==> src/hdl/ghcc_pkg.sv <==
// Shared types and constants for the greenhouse climate controller.
`default_nettype none

package ghcc_pkg;

    localparam int SAMPLE_W = 12;
    localparam int SEC_W    = 6;
    localparam int IDX_W    = 3;
    localparam int CFG_W    = 18;
    localparam int PCT_W    = 15;
    localparam int TEMP_W   = 19;
    localparam int SCALED_W = 17;

    // Configuration register indexes
    localparam logic [IDX_W-1:0] REG_FAN_ON      = 3'd0;
    localparam logic [IDX_W-1:0] REG_FAN_OFF     = 3'd1;
    localparam logic [IDX_W-1:0] REG_PUMP_ON     = 3'd2;
    localparam logic [IDX_W-1:0] REG_PUMP_OFF    = 3'd3;
    localparam logic [IDX_W-1:0] REG_TEMP_OFFSET = 3'd4;
    localparam logic [IDX_W-1:0] REG_DOOR_LIMIT  = 3'd5;

    localparam logic signed [17:0] FAN_ON_RST    = 18'sd7680;
    localparam logic signed [17:0] FAN_OFF_RST   = 18'sd6912;
    localparam logic [14:0]        PUMP_ON_RST   = 15'd7680;
    localparam logic [14:0]        PUMP_OFF_RST  = 15'd15360;
    localparam logic signed [15:0] OFFSET_RST    = 16'sd0;
    localparam logic [SEC_W-1:0]   DOOR_LIM_RST  = 6'd5;

    // Full-scale products of the scaling (percent and degrees, times 256)
    localparam int LIGHT_FULL = 25600;
    localparam int TEMP_FULL  = 128000;

    localparam logic [PCT_W-1:0] LIGHT_LOW  = 15'd1280;
    localparam logic [PCT_W-1:0] LIGHT_HIGH = 15'd15360;
    localparam logic [PCT_W-1:0] MOIST_LOW  = 15'd3840;
    localparam logic [PCT_W-1:0] MOIST_HIGH = 15'd23040;
    localparam logic signed [TEMP_W-1:0] TEMP_LOW  = 19'sd3840;
    localparam logic signed [TEMP_W-1:0] TEMP_HIGH = 19'sd10240;

    localparam logic [PCT_W-1:0] CURTAIN_LOW  = 15'd2560;
    localparam logic [PCT_W-1:0] CURTAIN_HIGH = 15'd12800;
    localparam logic signed [TEMP_W-1:0] HEAT_LOW  = 19'sd5120;
    localparam logic signed [TEMP_W-1:0] HEAT_HIGH = 19'sd6400;
    localparam logic [15:0] HEAT_SPAN = 16'd2560;

    localparam logic [SEC_W-1:0] SEC_MAX  = 6'd59;
    localparam logic [SEC_W-1:0] SEC_WRAP = 6'd60;

    // Reciprocals for divide by 25 and by 5, exact for quotients of interest
    localparam int           RECIP_SHIFT = 24;
    localparam logic [19:0]  RECIP_25    = 20'd671089;
    localparam logic [21:0]  RECIP_5     = 22'd3355444;

    typedef struct packed {
        logic [PCT_W-1:0]  light;
        logic [PCT_W-1:0]  moisture;
        logic [TEMP_W-1:0] temp;
        logic              door;
        logic [SEC_W-1:0]  sec;
    } ghcc_scaled_t;

endpackage

`default_nettype wire

==> src/hdl/greenhouse_climate_controller_top.sv <==
// Greenhouse climate controller: sensor scaling, fan/pump hysteresis, PWM duties and alarms.
`default_nettype none

// Takes one sampling item per clock while in_stall is low. The first stage scales the three ADC codes
// to percent and degrees (1/256 units) with the temperature offset applied; the
// second stage updates fan, pump, danger and door state and works out the
// curtain and heater duties. A taken item is held in the scaling register and its
// result is then registered in the output register; throughput is one item per
// cycle while out_stall is low, and the output register holds a stalled result
// while the scaling stage can still take one more item.
// Configuration writes are never held off (cfg_ready is always high) and
// are meant to be made while the block is idle.
module greenhouse_climate_controller_top #(
    parameter int ADC_BITS = 12,
    parameter int PWM_BITS = 16
) (
    input  logic                          clk,
    input  logic                          rst_n,
    input  logic                          in_valid,
    output logic                          in_stall,
    input  logic [ghcc_pkg::SAMPLE_W-1:0] light_sample,
    input  logic [ghcc_pkg::SAMPLE_W-1:0] moisture_sample,
    input  logic [ghcc_pkg::SAMPLE_W-1:0] temp_sample,
    input  logic                          door_open,
    input  logic [ghcc_pkg::SEC_W-1:0]    second,
    output logic                          out_valid,
    input  logic                          out_stall,
    output logic                          fan_on,
    output logic                          pump_on,
    output logic [PWM_BITS-1:0]           curtain_duty,
    output logic [PWM_BITS-1:0]           heater_duty,
    output logic                          light_danger,
    output logic                          moisture_danger,
    output logic                          temp_danger,
    output logic                          light_alarm,
    output logic                          moisture_alarm,
    output logic                          temp_alarm,
    output logic                          door_alarm,
    input  logic                          cfg_valid,
    output logic                          cfg_ready,
    input  logic [ghcc_pkg::IDX_W-1:0]    cfg_index,
    input  logic [ghcc_pkg::CFG_W-1:0]    cfg_data
);
    import ghcc_pkg::*;

    localparam int FS     = (1 << ADC_BITS) - 1;
    localparam int CODE_W = (ADC_BITS > SAMPLE_W) ? ADC_BITS : SAMPLE_W;
    localparam logic [CODE_W-1:0]     FS_CODE = CODE_W'(FS);
    localparam logic [8:0]            LIGHT_Q = 9'(LIGHT_FULL / FS);
    localparam logic [ADC_BITS-1:0]   LIGHT_R = ADC_BITS'(LIGHT_FULL % FS);
    localparam logic [8:0]            TEMP_Q  = 9'(TEMP_FULL / FS);
    localparam logic [ADC_BITS-1:0]   TEMP_R  = ADC_BITS'(TEMP_FULL % FS);
    localparam logic [2*ADC_BITS-1:0] HALF_FS = (2*ADC_BITS)'(FS / 2);
    localparam logic [PWM_BITS-1:0]   PWM_FULL  = PWM_BITS'((1 << PWM_BITS) - 1);
    localparam logic [PWM_BITS-1:0]   PWM_TENTH = PWM_BITS'(((1 << PWM_BITS) - 1) / 10);
    localparam logic [PWM_BITS-1:0]   PWM_TWENTIETH = PWM_BITS'(((1 << PWM_BITS) - 1) / 20);

    function automatic logic [ADC_BITS-1:0] sat_code(input logic [SAMPLE_W-1:0] raw);
        logic [CODE_W-1:0] w;
        w = CODE_W'(raw);
        return (w > FS_CODE) ? FS_CODE[ADC_BITS-1:0] : w[ADC_BITS-1:0];
    endfunction

    // round(code * K / FS) with K = qk * FS + rk; FS = 2^n - 1 so the
    // remainder part folds into high half + low half and one compare.
    function automatic logic [SCALED_W-1:0] scale_code(input logic [ADC_BITS-1:0] code,
                                                       input logic [8:0]          qk,
                                                       input logic [ADC_BITS-1:0] rk);
        logic [2*ADC_BITS-1:0] y;
        logic [ADC_BITS:0]     s;
        logic [ADC_BITS+8:0]   p;
        logic                  carry;
        y = (2*ADC_BITS)'(code) * (2*ADC_BITS)'(rk) + HALF_FS;
        s = (ADC_BITS+1)'(y[2*ADC_BITS-1:ADC_BITS]) + (ADC_BITS+1)'(y[ADC_BITS-1:0]);
        carry = (s >= (ADC_BITS+1)'(FS));
        p = (ADC_BITS+9)'(code) * (ADC_BITS+9)'(qk);
        return SCALED_W'(p) + SCALED_W'(y[2*ADC_BITS-1:ADC_BITS]) + SCALED_W'(carry);
    endfunction

    // configuration
    logic signed [17:0] fan_on_reg;
    logic signed [17:0] fan_off_reg;
    logic [14:0]        pump_on_reg;
    logic [14:0]        pump_off_reg;
    logic signed [15:0] temp_offset_reg;
    logic [SEC_W-1:0]   door_limit_reg;

    // handshake and pipeline
    logic         s1_valid_reg, s1_valid_next;
    ghcc_scaled_t s1_reg, s1_next;
    logic         out_valid_reg, out_valid_next;
    logic         s1_adv, in_acc, upd;

    // control state
    logic             fan_reg, fan_next;
    logic             pump_reg, pump_next;
    logic [2:0]       prior_danger_reg, danger_next;
    logic             door_was_open_reg, door_was_open_next;
    logic [SEC_W-1:0] door_start_reg, door_start_next;

    // result register
    logic [PWM_BITS-1:0] curtain_reg, curtain_next;
    logic [PWM_BITS-1:0] heater_reg, heater_next;
    logic [2:0]          danger_out_reg;
    logic [2:0]          rise_reg, rise_next;
    logic                door_alarm_reg, door_alarm_next;

    // stage 1: scaling
    logic [SCALED_W-1:0]      light_scaled, moist_scaled, temp_scaled;
    logic signed [TEMP_W-1:0] temp_corr;

    always_comb
    begin
        light_scaled = scale_code(sat_code(light_sample), LIGHT_Q, LIGHT_R);
        moist_scaled = scale_code(sat_code(moisture_sample), LIGHT_Q, LIGHT_R);
        temp_scaled  = scale_code(sat_code(temp_sample), TEMP_Q, TEMP_R);
        temp_corr    = $signed({2'b00, temp_scaled}) - TEMP_W'(temp_offset_reg);
        s1_next.light    = light_scaled[PCT_W-1:0];
        s1_next.moisture = moist_scaled[PCT_W-1:0];
        s1_next.temp     = temp_corr;
        s1_next.door     = door_open;
        s1_next.sec      = (second > SEC_MAX) ? SEC_MAX : second;
    end

    assign s1_adv        = !out_valid_reg || !out_stall;
    assign in_stall      = s1_valid_reg && !s1_adv;
    assign in_acc        = in_valid && !in_stall;
    assign upd           = s1_valid_reg && s1_adv;
    assign s1_valid_next = in_acc || (s1_valid_reg && !s1_adv);
    assign out_valid_next = upd || (out_valid_reg && out_stall);

    // stage 2: control
    logic signed [TEMP_W-1:0] temp;
    logic signed [TEMP_W-1:0] fan_on_x, fan_off_x, heat_diff;
    logic [SEC_W-1:0]         start_sec, elapsed;
    logic [11:0]              cd;
    logic [PWM_BITS+11:0]     cp;
    logic [PWM_BITS+1:0]      cx;
    logic [PWM_BITS+23:0]     cq;
    logic [15:0]              he;
    logic [PWM_BITS+11:0]     hp;
    logic [PWM_BITS+2:0]      hx;
    logic [PWM_BITS+24:0]     hq;

    always_comb
    begin
        temp      = $signed(s1_reg.temp);
        fan_on_x  = TEMP_W'(fan_on_reg);
        fan_off_x = TEMP_W'(fan_off_reg);

        danger_next[0] = (s1_reg.light <= LIGHT_LOW) || (s1_reg.light >= LIGHT_HIGH);
        danger_next[1] = (s1_reg.moisture <= MOIST_LOW) || (s1_reg.moisture >= MOIST_HIGH);
        danger_next[2] = (temp <= TEMP_LOW) || (temp >= TEMP_HIGH);
        rise_next      = danger_next & ~prior_danger_reg;

        // turn-on test wins where the thresholds overlap
        priority if (temp >= fan_on_x)
            fan_next = 1'b1;
        else if (temp <= fan_off_x)
            fan_next = 1'b0;
        else
            fan_next = fan_reg;

        priority if (s1_reg.moisture <= pump_on_reg)
            pump_next = 1'b1;
        else if (s1_reg.moisture >= pump_off_reg)
            pump_next = 1'b0;
        else
            pump_next = pump_reg;

        // door timer, restarted after each alarm
        start_sec = door_was_open_reg ? door_start_reg : s1_reg.sec;
        elapsed   = (s1_reg.sec >= start_sec) ? s1_reg.sec - start_sec
                                              : SEC_WRAP - start_sec + s1_reg.sec;
        door_alarm_next    = s1_reg.door && (elapsed > door_limit_reg);
        door_was_open_next = s1_reg.door;
        if (!s1_reg.door)
            door_start_next = door_start_reg;
        else if (door_alarm_next)
            door_start_next = s1_reg.sec;
        else
            door_start_next = start_sec;

        // curtain: up to 2560, (2560 - L) * PF / 25600 = ((d * PF) >> 10) / 25; zero from 12800, a tenth between
        cd = 12'(CURTAIN_LOW - s1_reg.light);
        cp = {cd, {PWM_BITS{1'b0}}} - (PWM_BITS+12)'(cd);
        cx = cp[PWM_BITS+11:10];
        cq = (PWM_BITS+24)'(cx) * (PWM_BITS+24)'(RECIP_25);
        priority if (s1_reg.light <= CURTAIN_LOW)
            curtain_next = cq[RECIP_SHIFT +: PWM_BITS];
        else if (s1_reg.light >= CURTAIN_HIGH)
            curtain_next = '0;
        else
            curtain_next = PWM_TENTH;

        // heater: (5120 - T) * PF / 2560 = ((e * PF) >> 9) / 5, full scale once e >= 2560
        heat_diff = HEAT_LOW - temp;
        he = heat_diff[15:0];
        hp = {he[11:0], {PWM_BITS{1'b0}}} - (PWM_BITS+12)'(he[11:0]);
        hx = hp[PWM_BITS+11:9];
        hq = (PWM_BITS+25)'(hx) * (PWM_BITS+25)'(RECIP_5);
        priority if (temp < HEAT_LOW)
            heater_next = (he >= HEAT_SPAN) ? PWM_FULL : hq[RECIP_SHIFT +: PWM_BITS];
        else if (temp >= HEAT_HIGH)
            heater_next = '0;
        else
            heater_next = PWM_TWENTIETH;
    end

    always_ff @(posedge clk or negedge rst_n)
    begin
        if (!rst_n)
        begin
            fan_on_reg        <= FAN_ON_RST;
            fan_off_reg       <= FAN_OFF_RST;
            pump_on_reg       <= PUMP_ON_RST;
            pump_off_reg      <= PUMP_OFF_RST;
            temp_offset_reg   <= OFFSET_RST;
            door_limit_reg    <= DOOR_LIM_RST;
            s1_valid_reg      <= 1'b0;
            out_valid_reg     <= 1'b0;
            fan_reg           <= 1'b0;
            pump_reg          <= 1'b0;
            prior_danger_reg  <= 3'b000;
            door_was_open_reg <= 1'b0;
            door_start_reg    <= '0;
        end
        else
        begin
            if (cfg_valid && cfg_ready)
            begin
                unique case (cfg_index)
                    REG_FAN_ON:      fan_on_reg      <= cfg_data;
                    REG_FAN_OFF:     fan_off_reg     <= cfg_data;
                    REG_PUMP_ON:     pump_on_reg     <= cfg_data[14:0];
                    REG_PUMP_OFF:    pump_off_reg    <= cfg_data[14:0];
                    REG_TEMP_OFFSET: temp_offset_reg <= cfg_data[15:0];
                    REG_DOOR_LIMIT:  door_limit_reg  <= cfg_data[SEC_W-1:0];
                    default:
                    begin
                    end
                endcase
            end
            s1_valid_reg  <= s1_valid_next;
            out_valid_reg <= out_valid_next;
            if (upd)
            begin
                fan_reg           <= fan_next;
                pump_reg          <= pump_next;
                prior_danger_reg  <= danger_next;
                door_was_open_reg <= door_was_open_next;
                door_start_reg    <= door_start_next;
            end
        end
    end

    always_ff @(posedge clk)
    begin
        if (in_acc)
            s1_reg <= s1_next;
        if (upd)
        begin
            curtain_reg    <= curtain_next;
            heater_reg     <= heater_next;
            danger_out_reg <= danger_next;
            rise_reg       <= rise_next;
            door_alarm_reg <= door_alarm_next;
        end
    end

    assign cfg_ready       = 1'b1;
    assign out_valid       = out_valid_reg;
    assign fan_on          = fan_reg;
    assign pump_on         = pump_reg;
    assign curtain_duty    = curtain_reg;
    assign heater_duty     = heater_reg;
    assign light_danger    = danger_out_reg[0];
    assign moisture_danger = danger_out_reg[1];
    assign temp_danger     = danger_out_reg[2];
    assign light_alarm     = rise_reg[0];
    assign moisture_alarm  = rise_reg[1];
    assign temp_alarm      = rise_reg[2];
    assign door_alarm      = door_alarm_reg;

    // an alarm pulse only comes with its band flagged
    a_alarm_in_band: assert property (@(posedge clk) disable iff (!rst_n)
        out_valid_reg |-> ((rise_reg & ~danger_out_reg) == 3'b000))
        else $error("alarm without danger flag");

    // a scaled item moving on always lands in the result register
    a_stage_moves: assert property (@(posedge clk) disable iff (!rst_n)
        (s1_valid_reg && s1_adv) |=> out_valid_reg)
        else $error("scaled item lost");

    // a shown door alarm comes from an item that left the door open
    a_door_state: assert property (@(posedge clk) disable iff (!rst_n)
        (out_valid_reg && door_alarm_reg) |-> door_was_open_reg)
        else $error("door alarm with door timer idle");

    // state is held while the result register is stalled
    a_state_hold: assert property (@(posedge clk) disable iff (!rst_n)
        (out_valid_reg && out_stall) |=> $stable(prior_danger_reg) && $stable(fan_reg))
        else $error("control state moved under stall");

endmodule

`default_nettype wire
==> config.mk <==
export PLATFORM = sky130hd
export DESIGN_NAME = greenhouse_climate_controller_top
export DESIGN_NICKNAME = d
export VERILOG_FILES = /design/src/hdl/ghcc_pkg.sv /design/src/hdl/greenhouse_climate_controller_top.sv
export SDC_FILE = /design/constraint.sdc
export NUM_CORES = 1
export LEC_CHECK = 0
export ABC_AREA = 1
export BUFFER_PORTS_ARGS = -buffer_cell sky130_fd_sc_hd__buf_2
export CAP_MARGIN = 0
export CORE_MARGIN = 1
export CORE_UTILIZATION = 65
export DETAILED_ROUTE_END_ITERATION = 16
export PLACE_DENSITY = 0.87
export SLEW_MARGIN = 20
export SYNTH_ARGS = -nofsm -noshare
export SYNTH_HDL_FRONTEND = slang
export SYNTH_SLANG_ARGS = --single-unit
==> constraint.sdc <==
create_clock -name clk -period 9.2 [get_ports clk]
set_input_delay 1.38 -clock clk [delete_from_list [all_inputs] [get_ports clk]]
set_output_delay 1.38 -clock clk [all_outputs]
set_load 0.005 [all_outputs]
* Word-level counts from Yosys, hierarchy flattened
Cells that the tools add are included.
** Cells by class
- Add/sub/neg operators :: 20
- $mul :: 8
- Div/mod/pow operators :: 0
- $lt $le $gt $ge :: 24
- Equal/unequal tests :: 5
- Shifts and indexed selects :: 0
- Mux-type cells :: 15
- Bitwise operators :: 2
- Reduce and logical (&&, ||, !) cells :: 27
** Operators by type and width (count)
- 23-bit by 11-bit adder with 24-bit output, second input constant :: 3
- 28-bit by 12-bit subtractor with 28-bit output :: 2
- 12-bit 2-to-1 mux :: 4
- 12-bit by 10-bit multiplier with 22-bit output, second input constant :: 2
- 12-bit by 12-bit adder with 13-bit output :: 3
- 13-bit by 12-bit >= comparator with 1-bit output, second input constant :: 3
- 18-bit by 20-bit multiplier with 38-bit output, second input constant :: 1
- 19-bit by 20-bit multiplier with 38-bit output, second input constant :: 1
- 12-bit > comparator, second input constant :: 3
- 16-bit 2-to-1 mux :: 2
- 15-bit by 1-bit adder with 15-bit output :: 2
- 15-bit by 12-bit adder with 15-bit output :: 2
- 15-bit by 14-bit >= comparator with 1-bit output, second input constant :: 2
- 15-bit by 12-bit less-or-equal comparator with 1-bit output, second input constant :: 2
- 12-bit by 2-bit multiplier with 14-bit output, second input constant :: 2
- 12-bit by 11-bit multiplier with 23-bit output, second input constant :: 1
- 19-bit by 14-bit >= comparator with 1-bit output, second input constant :: 1
- 19-bit by 15-bit >= comparator with 1-bit output, second input constant :: 1
- 19-bit by 18-bit >= comparator with 1-bit output :: 1
- 19-bit by 13-bit less-or-equal comparator with 1-bit output, second input constant :: 1
- 19-bit by 18-bit less-or-equal comparator with 1-bit output :: 1
- 19-bit by 14-bit less-than comparator with 1-bit output, second input constant :: 1
- 18-bit by 16-bit subtractor with 19-bit output :: 1
- 6-bit 2-to-1 mux :: 3
- other kinds (30) :: 56
** Word-level totals
- Bits in registers :: 197
- Bits in latches :: 0
- Memory bits (writable) :: 0
- Memory bits (read-only) :: 0
- Output and inout bits :: 44
- Word-level logic and storage cells :: 125
- Memories kept :: 0

* Longest topological paths before layout
- Depth in word-level cells :: 8
- Gate-level depth with buffers :: 64
- Gate-level depth less buffers :: 64

* Worst setup path after synthesis
Ideal clock, no wire load.
- Path kind :: input port to flip-flop
- Start point :: in temp_sample[8] (netlist name)
- End point :: reg s1_reg, in the netlist temp[17], data pin
- Arrival time :: 10.012 ns
- Data required time :: 8.939 ns
- Setup slack :: -1.073 ns
- Stages on the path :: 55
- Cell sequence :: clkbuf_1 fa_1 inv_1 fa_1 inv_1 fa_1 inv_1 fa_1 inv_1 ha_1 nand4_1 o21ai_0 a21oi_1 o21bai_1 a21oi_1 o21bai_1 a31oi_1 o21ai_0 [... 19 more ...] xor2_1 inv_1 ha_1 nand2_1 a21oi_1 a211oi_1 o21ai_1 nand2_1 nand2_1 a21oi_1 o21ai_1 a21boi_0 o21ai_1 nand2_1 nand2_1 nand2_1 nand2_1 xor2_1
** RTL lines
- from (decl) :: line greenhouse_climate_controller_top.sv:23 : input logic [ghcc_pkg::SAMPLE_W-1:0] temp_sample,
- to (signal assigned) :: line greenhouse_climate_controller_top.sv:260 : s1_reg <= s1_next;
- to (decl) :: line greenhouse_climate_controller_top.sv:90 : ghcc_scaled_t s1_reg, s1_next;

==> metrics.md <==
| Metric | Value |
|---|---|
| Run status | `finished, violations left` |
| Violated checks | `negative setup slack` |
| Count of nets left with antenna violations after detail routing | `0` |
| DR WL/cell | `19.3 µm` |
| Average footprint of a synthesized cell | `8.18 µm²` |
| Data required time at the worst endpoint | `9.42 ns` |
| Number of instances in the placed design | `4985` |
| NumNets Final | `5375` |
| TritonCTS Sinks | `195` |
| Number of placement rows | `82` |
| Clock transition time at the flip-flop clock pins of the worst setup and hold paths | `0.08 ns` |
| Critical R2R Launch | `s1_reg[41]$_DFFE_PP_` |
| Largest buffer count on any clock path | `2` |
| P&R area growth vs syn | `13.2%` |
| Fin util | `75.0%` |
| GR Overflow Total | `0` |
| Post-route worst setup slack | `-2.24 ns` |
| Startpoint of the tightest hold check path | `fan_on_reg[17]$_DFFE_PN0P_` |
| Nature of the critical path endpoint | `flop` |
| Fraction of the yosys area taken by sequential cells | `16.1%` |
| Max Clk Rate | `87.4 MHz` |
| Register-to-register path setup slack | `0.36 ns` |
| Flops & latches, synth | `195` |
| Fin crit share | `124%` |
| Initial antenna violation count | `3` |
| Largest net degree at the start of global routing | `77` |
| Vias in the first global route | `29900` |
| Data arrival time of the critical path | `11.66 ns` |
| DR vias/cell | `5.87` |
| Number of design-rule violations left by the first detailed-router iteration | `2744` |
| Number of slew-limit violations in the final report | `0` |
| Wire length after detailed routing | `97900 µm` |
| Number of warnings reported in the yosys synthesis log | `0` |
| CP peak stage delay | `0.60 ns` |
| Total inserted antenna cells | `0` |
| Number of hold-slack violations in the final timing report | `0` |
| I/O Buffers | `109` |
| Setup violators final | `17` |
| Detailed-routing iteration count for the pre-antenna-repair pass | `7` |
| Post-Syn Instances | `4081` |
| Count of filler cells inserted in the layout | `3263` |
| Most common cell after layout, fill and taps aside | `sky130_fd_sc_hd__inv_1` |
| CTS H-Tree Depth | `4` |
| Slew @ Worst Pin | `1.11 ns` |
| Synthesized cell area | `33400 µm²` |
| Number of primary I/O pins | `113` |
| Worst relative slew slack | `25.7%` |
| Worst r2r dst | `curtain_duty[8]$_DFFE_PP_` |
| Routability cong. | `0.993` |
| Number of cells traversed by the worst register-to-register path | `37` |
| Hold Crit Depth | `2` |
| Vias | `29700` |
| Count of maximum capacitance violations | `0` |
| Number of library cell types mapped by synthesis | `70` |
| Minimum period implied by the final worst setup slack | `11.44 ns` |
| Primary FF master, synth | `sky130_fd_sc_hd__edfxtp_1` |
| Total of hold buffers inserted after clock tree synthesis | `0` |
| Async S/R FF share, synth | `52.3%` |
| Cell with the most instances on the worst path | `sky130_fd_sc_hd__nand2_1` |
| DRC violation count after routing | `0` |
| Wire length of the first global-routing pass | `144000 µm` |
| Fraction of layout cells with a size suffix above 1 | `14.5%` |
| Global Route Usage Sum | `34.3%` |
| Die height | `229 µm` |
| Count of flip-flops with a built-in enable after synthesis | `93` |
| Flip-flop count of the largest register, all copies and words added | `36` |
| Worst Hold Class | `reg2reg` |
| Post-detailed-placement half-perimeter wirelength | `70900 µm` |
| Worst Hold Endpoint | `fan_on_reg[17]$_DFFE_PN0P_` |
| Root buf cell | `sky130_fd_sc_hd__clkbuf_16` |
| Core Area | `50400 µm²` |
| Start-to-end type of the worst setup path | `in2reg` |
| Die Outline Area | `52300 µm²` |
| Clock tree from TritonCTS | `done` |
| Most frequent cells in the layout | `955 x sky130_fd_sc_hd__inv_1, 578 x sky130_fd_sc_hd__ha_1, 573 x sky130_fd_sc_hd__nand2_1` |
| Chip width | `229 µm` |
| Post-route clock skew | `0.0223 ns` |
| TritonCTS Buffers | `17` |
| RSZ-0062 raised after global routing | `yes` |
| Starting utilization of the core area | `66.3%` |
| Startpoint Class | `input pin` |
| Highest-delay cell along the critical path | `sky130_fd_sc_hd__fa_2` |
| Clk Latency, worst-skew pair | `0.49 ns` |
| Non-filler instance count after layout | `5066` |
| Maximum fanout along the worst path | `5` |
==> cell families (layout without fill, tap and decap cells) <==
logic type | Yosys count | count (layout) | synth area share (%)
other | 2 | 7 | 0.0225
multiplexers | 1 | 1 | 0.0300
AND/OR/NAND/NOR | 1092 | 1092 | 14.5
XOR/XNOR | 198 | 198 | 5.32
adder cells (fa/ha/maj) | 925 | 925 | 41.8
AO/OA/AOI/OAI | 622 | 622 | 10.5
buffers and inverters | 1046 | 1354 | 11.8
flip-flops | 195 | 195 | 16.1
==> per-stage QoR <==
stage	hold WS, ns	cell area, µm²	setup TNS [ns]	setup slack [ns]
after CTS	0.491	37100	-4.76	-0.753
after global routing	0.503	37800	-26.15	-2.41
after detailed placement	0.473	36000	-12.72	-1.41
final	0.492	37800	-22.76	-2.24
after global placement	0.462	36000	-9.53	-1.08
after floorplan	0.453	33600	-3.52	-0.780
==> cell type report <==
type	instances	area (µm²)	area share (%)
clock buffer	19	454	1.20
timing repair buffer	325	2240	5.92
clock inverter	13	143	0.377
multi-input combinational	2845	25000	66.2
sequential	195	5370	14.2
inverter	997	3750	9.92
tap	672	841	2.22
==> repair_timing <==
item | CTS | global route
setup buffers | 26 | 23
endpoints found under the setup margin | 13 | 22
hold endpoints to repair | 0 | 0
pin swaps | 44 | 92
gates resized for setup | 55 | 119
==> metal layers <==
| metal | global-route usage (%) | wire length (µm) | up-vias |
|---|---|---|---|
| li1 | - | - | 13600 |
| met1 | 39.6 | 36400 | 14000 |
| met2 | 60.5 | 46900 | 1600 |
| met3 | 5.01 | 7530 | 574 |
| met4 | 19.8 | 7020 | 6 |
| met5 | 0 | 40 | - |
==> how the worst max path moves through the flow <==
stage | startpoint | endpoint
finish | temp_sample[3] | temp[17]$_DFFE_PP_
global route | temp_sample[2] | temp[17]$_DFFE_PP_
CTS | temp_sample[8] | temp[18]$_DFFE_PP_
detailed placement | temp_sample[6] | temp[18]$_DFFE_PP_
global placement | temp_sample[6] | temp[18]$_DFFE_PP_
floorplan | temp_sample[8] | temp[18]$_DFFE_PP_
==> critical path, delay by kind of cell <==
kind | cells | cell delay (ns)
and+or+nand+nor | 21 | 2.48
buffers and inverters | 10 | 0.96
AOI/OAI and AO/OA | 15 | 2.61
xor gates and xnor gates | 3 | 0.58
adders and majority gates | 11 | 3.62
==> synth_stat cells, types with 17 or more instances <==
library cell                 n  area (µm²)
sky130_fd_sc_hd__a21oi_1   243        1220
sky130_fd_sc_hd__clkbuf_1   45         169
sky130_fd_sc_hd__ha_1      608        7610
sky130_fd_sc_hd__dfstp_2    18         473
sky130_fd_sc_hd__o21bai_1   17         128
sky130_fd_sc_hd__nor3_1     31         155
sky130_fd_sc_hd__edfxtp_1   93        2790
sky130_fd_sc_hd__nand2_1   591        2220
sky130_fd_sc_hd__nand4_1    49         307
sky130_fd_sc_hd__a21o_1     17         128
sky130_fd_sc_hd__o21ai_1    19        95.1
sky130_fd_sc_hd__nand2_2    18         113
sky130_fd_sc_hd__dfrtp_1    84        2100
sky130_fd_sc_hd__o21ai_0   219        1100
sky130_fd_sc_hd__o21a_1     17         128
sky130_fd_sc_hd__nand3_1   108         541
sky130_fd_sc_hd__fa_1      317        6350
sky130_fd_sc_hd__xor2_1    130        1140
sky130_fd_sc_hd__a31oi_1    20         125
sky130_fd_sc_hd__inv_1     983        3690
sky130_fd_sc_hd__xnor2_1    64         561
sky130_fd_sc_hd__nor2_1    220         826
Power is not shown: default switching activity piles up to over one toggle a cycle in this logic, so the estimate is an artifact.
